[config.mk]
export PLATFORM = sky130hd
export DESIGN_NAME = radial_vignette_mask_pixel_flat
export DESIGN_NICKNAME = d
export VERILOG_FILES = /design/src/hdl/rvm_pkg.sv /design/src/hdl/rvm_if.sv /design/src/hdl/rvm_setup.sv /design/src/hdl/rvm_dist.sv /design/src/hdl/rvm_div.sv /design/src/hdl/radial_vignette_mask_pixel.sv /design/src/flat_wrapper.sv
export SDC_FILE = /design/constraint.sdc
export NUM_CORES = 2
export LEC_CHECK = 0
export BUFFER_PORTS_ARGS = -buffer_cell sky130_fd_sc_hd__buf_2
export CAP_MARGIN = 5
export CORE_MARGIN = 5
export CORE_UTILIZATION = 30
export DETAILED_ROUTE_END_ITERATION = 10
export PLACE_DENSITY_LB_ADDON = 0.08
export SYNTH_ARGS = -nofsm -noshare
export SYNTH_HDL_FRONTEND = slang
export SYNTH_SLANG_ARGS = --single-unit
[constraint.sdc]
create_clock -name clk -period 15.8 [get_ports clk]
set_clock_uncertainty 0.15 [all_clocks]
set_input_delay 2.37 -clock clk [delete_from_list [all_inputs] [get_ports clk]]
set_output_delay 2.37 -clock clk [all_outputs]
set_load 0.01 [all_outputs]
[src/hdl/rvm_pkg.sv]
`default_nettype none
package rvm_pkg;

  // Field and configuration widths
  localparam int CFG_IDX_W  = 2;
  localparam int CFG_DATA_W = 13;
  localparam int DIM_W      = 13;
  localparam int STR_W      = 8;
  localparam int COL_W      = 11;
  localparam int LEVEL_W    = 8;

  // Derived arithmetic widths (dimensions never exceed 13 bits)
  localparam int CX_W     = DIM_W - 1;      // half dimension
  localparam int SQ_W     = 2 * CX_W;       // square of a half dimension
  localparam int DIST_W   = SQ_W + 1;       // dx^2 + dy^2
  localparam int RATIO_W  = 14;             // max 255*256/6 = 10880
  localparam int NUM_W    = DIST_W + RATIO_W;
  localparam int RADIUS_W = SQ_W + 1;       // (three squares) / 2
  localparam int QUO_W    = LEVEL_W;
  localparam int REM_W    = RADIUS_W + QUO_W;

  // Divide by 3 through a reciprocal: floor(x/3) = (x * 43691) >> 17 for x < 2^15
  localparam int DIV3_IN_W  = STR_W + 7;
  localparam int DIV3_MUL   = 43691;
  localparam int DIV3_SHIFT = 17;
  localparam int DIV3_PROD_W = DIV3_IN_W + DIV3_SHIFT - 1;

  // Cycles for the derived registers to follow a configuration change
  localparam logic [1:0] SETTLE_CYCLES = 2'd2;

  // Register indexes
  localparam logic [CFG_IDX_W-1:0] REG_IMAGE_WIDTH  = 2'd0;
  localparam logic [CFG_IDX_W-1:0] REG_IMAGE_HEIGHT = 2'd1;
  localparam logic [CFG_IDX_W-1:0] REG_STRENGTH     = 2'd2;
  localparam logic [CFG_IDX_W-1:0] REG_SOLID_MODE   = 2'd3;

  // Reset values
  localparam logic [DIM_W-1:0] RST_IMAGE_WIDTH  = 13'd640;
  localparam logic [DIM_W-1:0] RST_IMAGE_HEIGHT = 13'd480;
  localparam logic [STR_W-1:0] RST_STRENGTH     = 8'd1;

  localparam logic [LEVEL_W-1:0] LEVEL_MAX = 8'd255;
  localparam logic [LEVEL_W-1:0] LEVEL_MIN = 8'd0;

  // Geometry shared by the pixel pipeline, stable while pixels flow
  typedef struct packed {
    logic [CX_W-1:0]     cx;
    logic [CX_W-1:0]     cy;
    logic [RADIUS_W-1:0] radius;
    logic [RATIO_W-1:0]  ratio;
    logic                zero_radius;
  } geom_t;

endpackage
`default_nettype wire

[src/hdl/rvm_if.sv]
`default_nettype none

// Configuration write channel
interface rvm_cfg_if;
  logic                           valid;
  logic                           ready;
  logic [rvm_pkg::CFG_IDX_W-1:0]  index;
  logic [rvm_pkg::CFG_DATA_W-1:0] data;
  modport source (output valid, index, data, input ready);
  modport sink   (input valid, index, data, output ready);
endinterface

// Pixel position channel
interface rvm_pix_if;
  logic                      valid;
  logic                      ready;
  logic [rvm_pkg::COL_W-1:0] column;
  logic [rvm_pkg::COL_W-1:0] row;
  modport source (output valid, column, row, input ready);
  modport sink   (input valid, column, row, output ready);
endinterface

// Mask level channel
interface rvm_level_if;
  logic                        valid;
  logic                        ready;
  logic [rvm_pkg::LEVEL_W-1:0] mask_level;
  modport source (output valid, mask_level, input ready);
  modport sink   (input valid, mask_level, output ready);
endinterface

`default_nettype wire

[src/hdl/rvm_setup.sv]
`default_nettype none
module rvm_setup #(
  parameter int MAX_DIM = 4096
) (
  input  wire logic      clk,
  input  wire logic      rst,
  rvm_cfg_if.sink        cfg,
  output rvm_pkg::geom_t geom,
  output logic           settled
);

  localparam int DW = rvm_pkg::DIM_W;
  localparam int CW = rvm_pkg::CX_W;
  localparam int SW = rvm_pkg::SQ_W;
  localparam int DIM_ALL = (1 << DW) - 1;
  localparam logic [DW-1:0] SAT_DIM = DW'((MAX_DIM > DIM_ALL) ? DIM_ALL : MAX_DIM);

  logic [DW-1:0]               image_width;
  logic [DW-1:0]               image_height;
  logic [rvm_pkg::STR_W-1:0]   strength;
  logic                        solid_mode;
  logic [1:0]                  settle;

  logic [DW-1:0]               w_sat, h_sat;
  logic [CW-1:0]               cx_next, cy_next, side_next;
  logic [rvm_pkg::DIV3_IN_W-1:0]   scaled;
  logic [rvm_pkg::DIV3_PROD_W-1:0] div3_prod;

  // First derived stage
  logic [CW-1:0]                  cx_a, cy_a;
  logic [SW-1:0]                  sq_x, sq_y, sq_s;
  logic [rvm_pkg::RATIO_W-1:0]    ratio_a;
  logic [SW+1:0]                  sq_sum;

  assign cfg.ready = 1'b1;
  assign settled   = (settle == 2'd0);

  // Register writes
  always_ff @(posedge clk) begin
    if (rst) begin
      image_width  <= rvm_pkg::RST_IMAGE_WIDTH;
      image_height <= rvm_pkg::RST_IMAGE_HEIGHT;
      strength     <= rvm_pkg::RST_STRENGTH;
      solid_mode   <= 1'b0;
    end else if (cfg.valid) begin
      unique case (cfg.index)
        rvm_pkg::REG_IMAGE_WIDTH:  image_width  <= cfg.data;
        rvm_pkg::REG_IMAGE_HEIGHT: image_height <= cfg.data;
        rvm_pkg::REG_STRENGTH:     strength     <= cfg.data[rvm_pkg::STR_W-1:0];
        rvm_pkg::REG_SOLID_MODE:   solid_mode   <= cfg.data[0];
      endcase
    end
  end

  // Hold off pixels until the derived registers follow the registers
  always_ff @(posedge clk) begin
    if (rst || cfg.valid) begin
      settle <= rvm_pkg::SETTLE_CYCLES;
    end else if (settle != 2'd0) begin
      settle <= settle - 2'd1;
    end
  end

  // Saturate, halve, pick the longer side, scale the strength for the ratio
  always_comb begin
    w_sat     = (image_width  > SAT_DIM) ? SAT_DIM : image_width;
    h_sat     = (image_height > SAT_DIM) ? SAT_DIM : image_height;
    cx_next   = w_sat[DW-1:1];
    cy_next   = h_sat[DW-1:1];
    side_next = (w_sat >= h_sat) ? cx_next : cy_next;
    scaled    = {strength, 7'd0};
    div3_prod = rvm_pkg::DIV3_PROD_W'(scaled) *
                rvm_pkg::DIV3_PROD_W'(rvm_pkg::DIV3_MUL);
  end

  // Squares and ratio
  always_ff @(posedge clk) begin
    cx_a    <= cx_next;
    cy_a    <= cy_next;
    sq_x    <= SW'(cx_next) * SW'(cx_next);
    sq_y    <= SW'(cy_next) * SW'(cy_next);
    sq_s    <= SW'(side_next) * SW'(side_next);
    ratio_a <= solid_mode ? '0 :
               div3_prod[rvm_pkg::DIV3_PROD_W-1 -: rvm_pkg::RATIO_W];
  end

  assign sq_sum = (SW+2)'(sq_x) + (SW+2)'(sq_y) + (SW+2)'(sq_s);

  // Radius and zero check
  always_ff @(posedge clk) begin
    geom.cx          <= cx_a;
    geom.cy          <= cy_a;
    geom.radius      <= sq_sum[SW+1:1];
    geom.ratio       <= ratio_a;
    geom.zero_radius <= (sq_sum[SW+1:1] == '0);
  end

endmodule
`default_nettype wire

[src/hdl/rvm_dist.sv]
`default_nettype none
module rvm_dist (
  input  wire logic                      clk,
  input  wire logic                      rst,
  input  wire logic                      en,
  input  wire logic                      in_valid,
  input  wire logic [rvm_pkg::COL_W-1:0] column,
  input  wire logic [rvm_pkg::COL_W-1:0] row,
  input  wire rvm_pkg::geom_t            geom,
  output logic                           out_valid,
  output logic [rvm_pkg::NUM_W-1:0]      num
);

  localparam int CW = rvm_pkg::CX_W;
  localparam int SW = rvm_pkg::SQ_W;
  localparam int DSW = rvm_pkg::DIST_W;
  localparam int NW = rvm_pkg::NUM_W;

  logic [3:0]      v;
  logic [CW-1:0]   col_x, row_y;
  logic [CW-1:0]   dx, dy;
  logic [SW-1:0]   dx2, dy2;
  logic [DSW-1:0]  dist_sq;

  assign col_x = CW'(column);
  assign row_y = CW'(row);

  // Valid bits
  always_ff @(posedge clk) begin
    if (rst) begin
      v <= '0;
    end else if (en) begin
      v <= {v[2:0], in_valid};
    end
  end

  // Absolute offsets, squares, sum, scale by ratio
  always_ff @(posedge clk) begin
    if (en) begin
      dx      <= (geom.cx >= col_x) ? geom.cx - col_x : col_x - geom.cx;
      dy      <= (geom.cy >= row_y) ? geom.cy - row_y : row_y - geom.cy;
      dx2     <= SW'(dx) * SW'(dx);
      dy2     <= SW'(dy) * SW'(dy);
      dist_sq <= DSW'(dx2) + DSW'(dy2);
      num     <= NW'(dist_sq) * NW'(geom.ratio);
    end
  end

  assign out_valid = v[3];

endmodule
`default_nettype wire

[src/hdl/rvm_div.sv]
`default_nettype none
module rvm_div (
  input  wire logic                        clk,
  input  wire logic                        rst,
  input  wire logic                        en,
  input  wire logic                        in_valid,
  input  wire logic [rvm_pkg::NUM_W-1:0]   num,
  input  wire rvm_pkg::geom_t              geom,
  output logic                             out_valid,
  output logic [rvm_pkg::LEVEL_W-1:0]      level
);

  localparam int QW = rvm_pkg::QUO_W;
  localparam int RW = rvm_pkg::REM_W;
  localparam int NW = rvm_pkg::NUM_W;

  logic [NW-1:0] full_lim;
  logic          v    [0:QW];
  logic          big  [0:QW];
  logic [RW-1:0] rem  [0:QW];
  logic [QW-1:0] quo  [0:QW];

  assign full_lim = NW'(geom.radius) << QW;

  // Quotient of 2^QW or more clips to black
  always_ff @(posedge clk) begin
    if (rst) begin
      v[0] <= 1'b0;
    end else if (en) begin
      v[0] <= in_valid;
    end
  end

  always_ff @(posedge clk) begin
    if (en) begin
      big[0] <= (num >= full_lim);
      rem[0] <= num[RW-1:0];
      quo[0] <= '0;
    end
  end

  // One restoring step per stage, most significant quotient bit first
  for (genvar j = 1; j <= QW; j++) begin : g_step
    localparam int K = QW - j;
    logic [RW-1:0] trial;
    logic          fits;

    assign trial = RW'(geom.radius) << K;
    assign fits  = (rem[j-1] >= trial);

    always_ff @(posedge clk) begin
      if (rst) begin
        v[j] <= 1'b0;
      end else if (en) begin
        v[j] <= v[j-1];
      end
    end

    always_ff @(posedge clk) begin
      if (en) begin
        big[j] <= big[j-1];
        rem[j] <= fits ? rem[j-1] - trial : rem[j-1];
        quo[j] <= quo[j-1] | (QW'(fits) << K);
      end
    end
  end

  // Output register: 256 - q with clipping
  always_ff @(posedge clk) begin
    if (rst) begin
      out_valid <= 1'b0;
    end else if (en) begin
      out_valid <= v[QW];
    end
  end

  always_ff @(posedge clk) begin
    if (en) begin
      priority if (geom.zero_radius) begin
        level <= rvm_pkg::LEVEL_MAX;
      end else if (big[QW]) begin
        level <= rvm_pkg::LEVEL_MIN;
      end else if (quo[QW] == '0) begin
        level <= rvm_pkg::LEVEL_MAX;
      end else begin
        level <= QW'((QW+1)'(1 << QW) - (QW+1)'(quo[QW]));
      end
    end
  end

endmodule
`default_nettype wire

[src/hdl/radial_vignette_mask_pixel.sv]
// Radial vignette mask, one gray level per pixel position.
//
// cfg:   register writes (index 0 image_width, 1 image_height,
//        2 darkening_strength, 3 solid_mode). Always ready; write only
//        while no pixel transaction is in flight.
// pixel: one (column, row) transaction per mask pixel.
// mask:  one mask_level transaction per pixel, in input order.
//
// Throughput is one pixel per cycle unless a blocked result or a settling period
// holds pixel.ready low. A pixel transaction reaches mask.valid through registers
// that form the offsets, squares, distance and the product with the ratio, then
// a range check against the radius and a divider that resolves one quotient bit
// per stage, then the output register. After reset and after each configuration
// write, pixel.ready stays low while the center, radius and ratio registers update.
// When mask.ready is low with a result waiting, the whole pipeline holds and
// pixel.ready drops in the same cycle; nothing is dropped or repeated.
`default_nettype none
module radial_vignette_mask_pixel #(
  parameter int MAX_DIM = 4096
) (
  input  wire logic   clk,
  input  wire logic   rst,
  rvm_cfg_if.sink     cfg,
  rvm_pix_if.sink     pixel,
  rvm_level_if.source mask
);

  rvm_pkg::geom_t              geom;
  logic                        settled;
  logic                        en;
  logic                        pix_take;
  logic                        num_valid;
  logic [rvm_pkg::NUM_W-1:0]   num;

  // Pipeline advances unless a finished result is blocked
  assign en          = !mask.valid || mask.ready;
  assign pixel.ready = en && settled;
  assign pix_take    = pixel.valid && pixel.ready;

  rvm_setup #(
    .MAX_DIM (MAX_DIM)
  ) u_setup (
    .clk     (clk),
    .rst     (rst),
    .cfg     (cfg),
    .geom    (geom),
    .settled (settled)
  );

  rvm_dist u_dist (
    .clk       (clk),
    .rst       (rst),
    .en        (en),
    .in_valid  (pix_take),
    .column    (pixel.column),
    .row       (pixel.row),
    .geom      (geom),
    .out_valid (num_valid),
    .num       (num)
  );

  rvm_div u_div (
    .clk       (clk),
    .rst       (rst),
    .en        (en),
    .in_valid  (num_valid),
    .num       (num),
    .geom      (geom),
    .out_valid (mask.valid),
    .level     (mask.mask_level)
  );

endmodule
`default_nettype wire
[src/flat_wrapper.sv]
// flat-port wrapper written by rule: the top's interface ports become plain ports
module radial_vignette_mask_pixel_flat 
#(
  parameter int MAX_DIM = 4096
)
  (clk, rst, cfg_valid, cfg_index, cfg_data, cfg_ready, pixel_valid, pixel_column, pixel_row, pixel_ready, mask_valid, mask_mask_level, mask_ready);
  rvm_cfg_if cfg_i ();
  rvm_pix_if pixel_i ();
  rvm_level_if mask_i ();
  input  wire logic clk;
  input  wire logic rst;
  input wire logic [$bits(cfg_i.valid)-1:0] cfg_valid;
  input wire logic [$bits(cfg_i.index)-1:0] cfg_index;
  input wire logic [$bits(cfg_i.data)-1:0] cfg_data;
  output wire logic [$bits(cfg_i.ready)-1:0] cfg_ready;
  input wire logic [$bits(pixel_i.valid)-1:0] pixel_valid;
  input wire logic [$bits(pixel_i.column)-1:0] pixel_column;
  input wire logic [$bits(pixel_i.row)-1:0] pixel_row;
  output wire logic [$bits(pixel_i.ready)-1:0] pixel_ready;
  output wire logic [$bits(mask_i.valid)-1:0] mask_valid;
  output wire logic [$bits(mask_i.mask_level)-1:0] mask_mask_level;
  input wire logic [$bits(mask_i.ready)-1:0] mask_ready;
  assign cfg_i.valid = cfg_valid;
  assign cfg_i.index = cfg_index;
  assign cfg_i.data = cfg_data;
  assign cfg_ready = cfg_i.ready;
  assign pixel_i.valid = pixel_valid;
  assign pixel_i.column = pixel_column;
  assign pixel_i.row = pixel_row;
  assign pixel_ready = pixel_i.ready;
  assign mask_valid = mask_i.valid;
  assign mask_mask_level = mask_i.mask_level;
  assign mask_i.ready = mask_ready;
  radial_vignette_mask_pixel #(.MAX_DIM(MAX_DIM)) u_core (.clk(clk), .rst(rst), .cfg(cfg_i), .pixel(pixel_i), .mask(mask_i));
endmodule
==> results.ini <==
[worst_setup_path]
arrival_ns = 9.70
path_buf_inv = 7
r2r_slack_ns = 6.52
crit_type = flop to flop
cp_slowest_cell = nor2b_1
reg2reg_from = u_core.u_setup.image_height[12]
timing.rr.end = u_core.u_setup.sq_s[23]
crit_fanout = 16
startpoint_type = flop
cp-end-kind = flop
worstPathRequired_ns = 16.22
path_delay_family = adder cells
max_stage_delay_ns = 0.81
r2r_cells = 31

[logic_synthesis]
synthArstFlopShare_pct = 0
synth-xor-area-share_pct = 4.971
synth.avg_cell_area_um2 = 9.981
synth-simple-area-share_pct = 13.16
synthFlopType = edfxtp_1
synthCells = 6585
ys_warn_count = 0
yosysTopAreaCellShare_pct = 21.87
synth.largest_area_cell = fa_1
synth_top_family_by_area = adder cells
synth-seq-cells = 671
synth_mux_area_share_pct = 1.460
syn_area_mm2 = 0.06572
synth_cell_type_count = 75
synth.area.top_cells = fa_1 (22%), edfxtp_1 (21%), ha_1 (14%)
seq_area_frac_synth_pct = 27.44
synthAdderAreaFrac_pct = 36.34
synth_compound_area_share_pct = 10.20
synth_edf_count = 460

[die]
io_pins = 53
start_util_pct = 30.21
die_h_um = 478.1
core_mm2 = 0.2176
rows = 171
die_w_um = 478.1
die-area_mm2 = 0.2285

[route]
drc = 0
first_pass_iters = 5
drtIter0Drc = 2073
vias_per_cell = 4.672
wl_per_cell_um = 18.14
drt_wl_total_mm = 173.9
num_vias = 44800
antenna_left = 0

[global_route]
use_met1_pct = 21.36
antenna_found_initial = 16
grt_use_total_pct = 15.31
grt_max_degree = 106
use_met2_pct = 25.40
grt_pass1_wl_mm = 275.9
gr-total-overflow = 0
busiest_layer = met2
grt_pass1_vias = 47560
use_met3_pct = 2.106

[place]
dp_hpwl_mm = 140.9
place.gp.congestion = 0.8015
place_area_mm2 = 0.06954
post-place-ws_ns = 6.571
io_buffers = 51

[hold_path]
worstHoldEndpoint = u_core.u_setup.geom[11]
hold_class = flop to flop
min_from = u_core.u_setup.ratio_a[10]
hold_depth = 0

[sta]
setup_slack_ns = 6.525
report.final.hold_viol_count = 0
setup_viol = 0
slew_headroom_pct = 9.190
period_needed_ns = 9.275
fin_setup_tns_ns = 0
fin_crit_sh_pct = 58.71
worst-slew-pin-transition_ns = 1.362
finalMaxSlewViolations = 0
fmax_mhz = 107.8
rsz0062_at_grt = no

[clock_tree]
clk_latency_ns = 0.72
cts_max_level = 3
cts_setup_buffers = 0
clk_pin_slew_ns = 0.06
hold_buffers = 0
clock_sinks = 671
numCtsBuffers = 88
post_cts_resize_count = 0
clock_path_buffers = 3
cts_tree = done
root_buffer = clkbuf_16

[layout]
stdcell_area_mm2 = 0.07275
area_growth_pct = 10.69
final_layout_size_suffix_gt1_share_pct = 5.259
nNetsFinal = 8175
final_util_pct = 33.43

[job]
cap_viol_max_count = 0

[run_status]
status = complete, no violations

==> kinds of logic (layout without fill, tap and decap cells) <==
logic type      Yosys count  in the layout
compound gates         1077           1077
other cells               2             53
fa+ha+maj              1478           1478
xor+xnor                373            373
simple gates           1773           1773
flops                   671            671
buf+inv                1121           1220
mux                      90             90
==> layout by cell type (no fill, tap or decap), drive strengths merged, types with 130 or more instances in the layout <==
cell / instances
a21o: 133
a21oi: 372
and2: 323
dfxtp: 211
edfxtp: 460
fa: 718
ha: 760
inv: 946
nand2: 590
nor2: 354
o21ai: 231
xnor2: 243
xor2: 130
==> flip-flops by register name (all words and copies together) (netlist names), 13 cells and up <==
register,cells
u_core.u_setup.image_height,13
u_core.u_dist.num,39
u_core.u_setup.geom,64
u_core.u_setup.sq_y,23
u_core.u_setup.sq_s,23
u_core.u_dist.dist_sq,25
u_core.u_div.quo,36
u_core.u_setup.image_width,13
u_core.u_dist.dx2,23
u_core.u_setup.ratio_a,14
u_core.u_dist.dy2,23
u_core.u_setup.sq_x,23
u_core.u_div.rem,264
==> layer usage <==
metal	wire length, um	vias to the layer above
met4	3208	6
met3	5649	155
met5	41	-
met2	80540	566
li1	-	22050
met1	84470	22030
==> worst max-delay path by stage <==
stage	cells past startpoint	to	start	slack [ns]
floorplan	4	pixel_ready	mask_ready	1.13
global placement	31	u_core.u_setup.sq_s[23]	u_core.u_setup.image_height[12]	6.74
detailed placement	31	u_core.u_setup.sq_s[23]	u_core.u_setup.image_height[12]	6.57
CTS	31	u_core.u_setup.sq_s[23]	u_core.u_setup.image_height[12]	6.49
global route	31	u_core.u_setup.sq_s[23]	u_core.u_setup.image_height[12]	5.93
finish	31	u_core.u_setup.sq_s[23]	u_core.u_setup.image_height[12]	6.52
==> worst reg2reg max path: cells and delay by family, from the launching register on <==
| kind | cells | cell delay (ns) |
|---|---|---|
| adder cells (fa/ha/maj) | 7 | 3.01 |
| AND/OR/NAND/NOR | 5 | 1.59 |
| AO/OA/AOI/OAI | 10 | 1.84 |
| flip-flops | 1 | 0.55 |
| multiplexers | 1 | 0.73 |
| buffers and inverters | 7 | 1.16 |
| XOR/XNOR | 1 | 0.07 |
==> stage by stage <==
step	hold WS, ns	std cells
4_1_cts	0.1746	9585
5_1_grt	0.1794	9586
6_report	0.1715	9589
3_3_place_gp	0.1602	9419
2_1_floorplan	0.1596	6632
3_5_place_dp	0.1621	9419
==> synth_stat cells, types with 15 or more instances <==
| cell | number |
|---|---|
| a21o_1 | 133 |
| or2_2 | 22 |
| fa_1 | 718 |
| ha_1 | 760 |
| xnor2_1 | 243 |
| nand2_1 | 590 |
| inv_1 | 943 |
| nor2_1 | 354 |
| clkbuf_1 | 165 |
| o211ai_1 | 15 |
| a31oi_1 | 27 |
| and3_1 | 27 |
| mux2i_1 | 43 |
| dfxtp_1 | 211 |
| o21ai_0 | 230 |
| a211oi_1 | 39 |
| o21bai_1 | 52 |
| nor2b_1 | 96 |
| nand4_1 | 47 |
| nor3_1 | 80 |
| nand2b_1 | 76 |
| edfxtp_1 | 460 |
| or3_1 | 23 |
| a21oi_1 | 370 |
| nand3_1 | 61 |
| o31ai_1 | 18 |
| nor4_1 | 24 |
| and2_1 | 323 |
| xor2_1 | 130 |
| o21a_1 | 67 |
| mux2_2 | 47 |
==> layout make-up <==
type                            count  area [um^2]
Antenna cell                        4        10.01
Tap cell                         2854         3571
Inverter                          945         3555
Clock buffer                      117         2491
Timing Repair Buffer              109        690.7
Sequential cell                   671        18040
Fill cell                       22340       144800
Multi-Input combinational cell   4840        43680
Clock inverter                     49        710.7
Power is not shown: default switching activity piles up to over one toggle a cycle in this logic, so the estimate is an artifact.
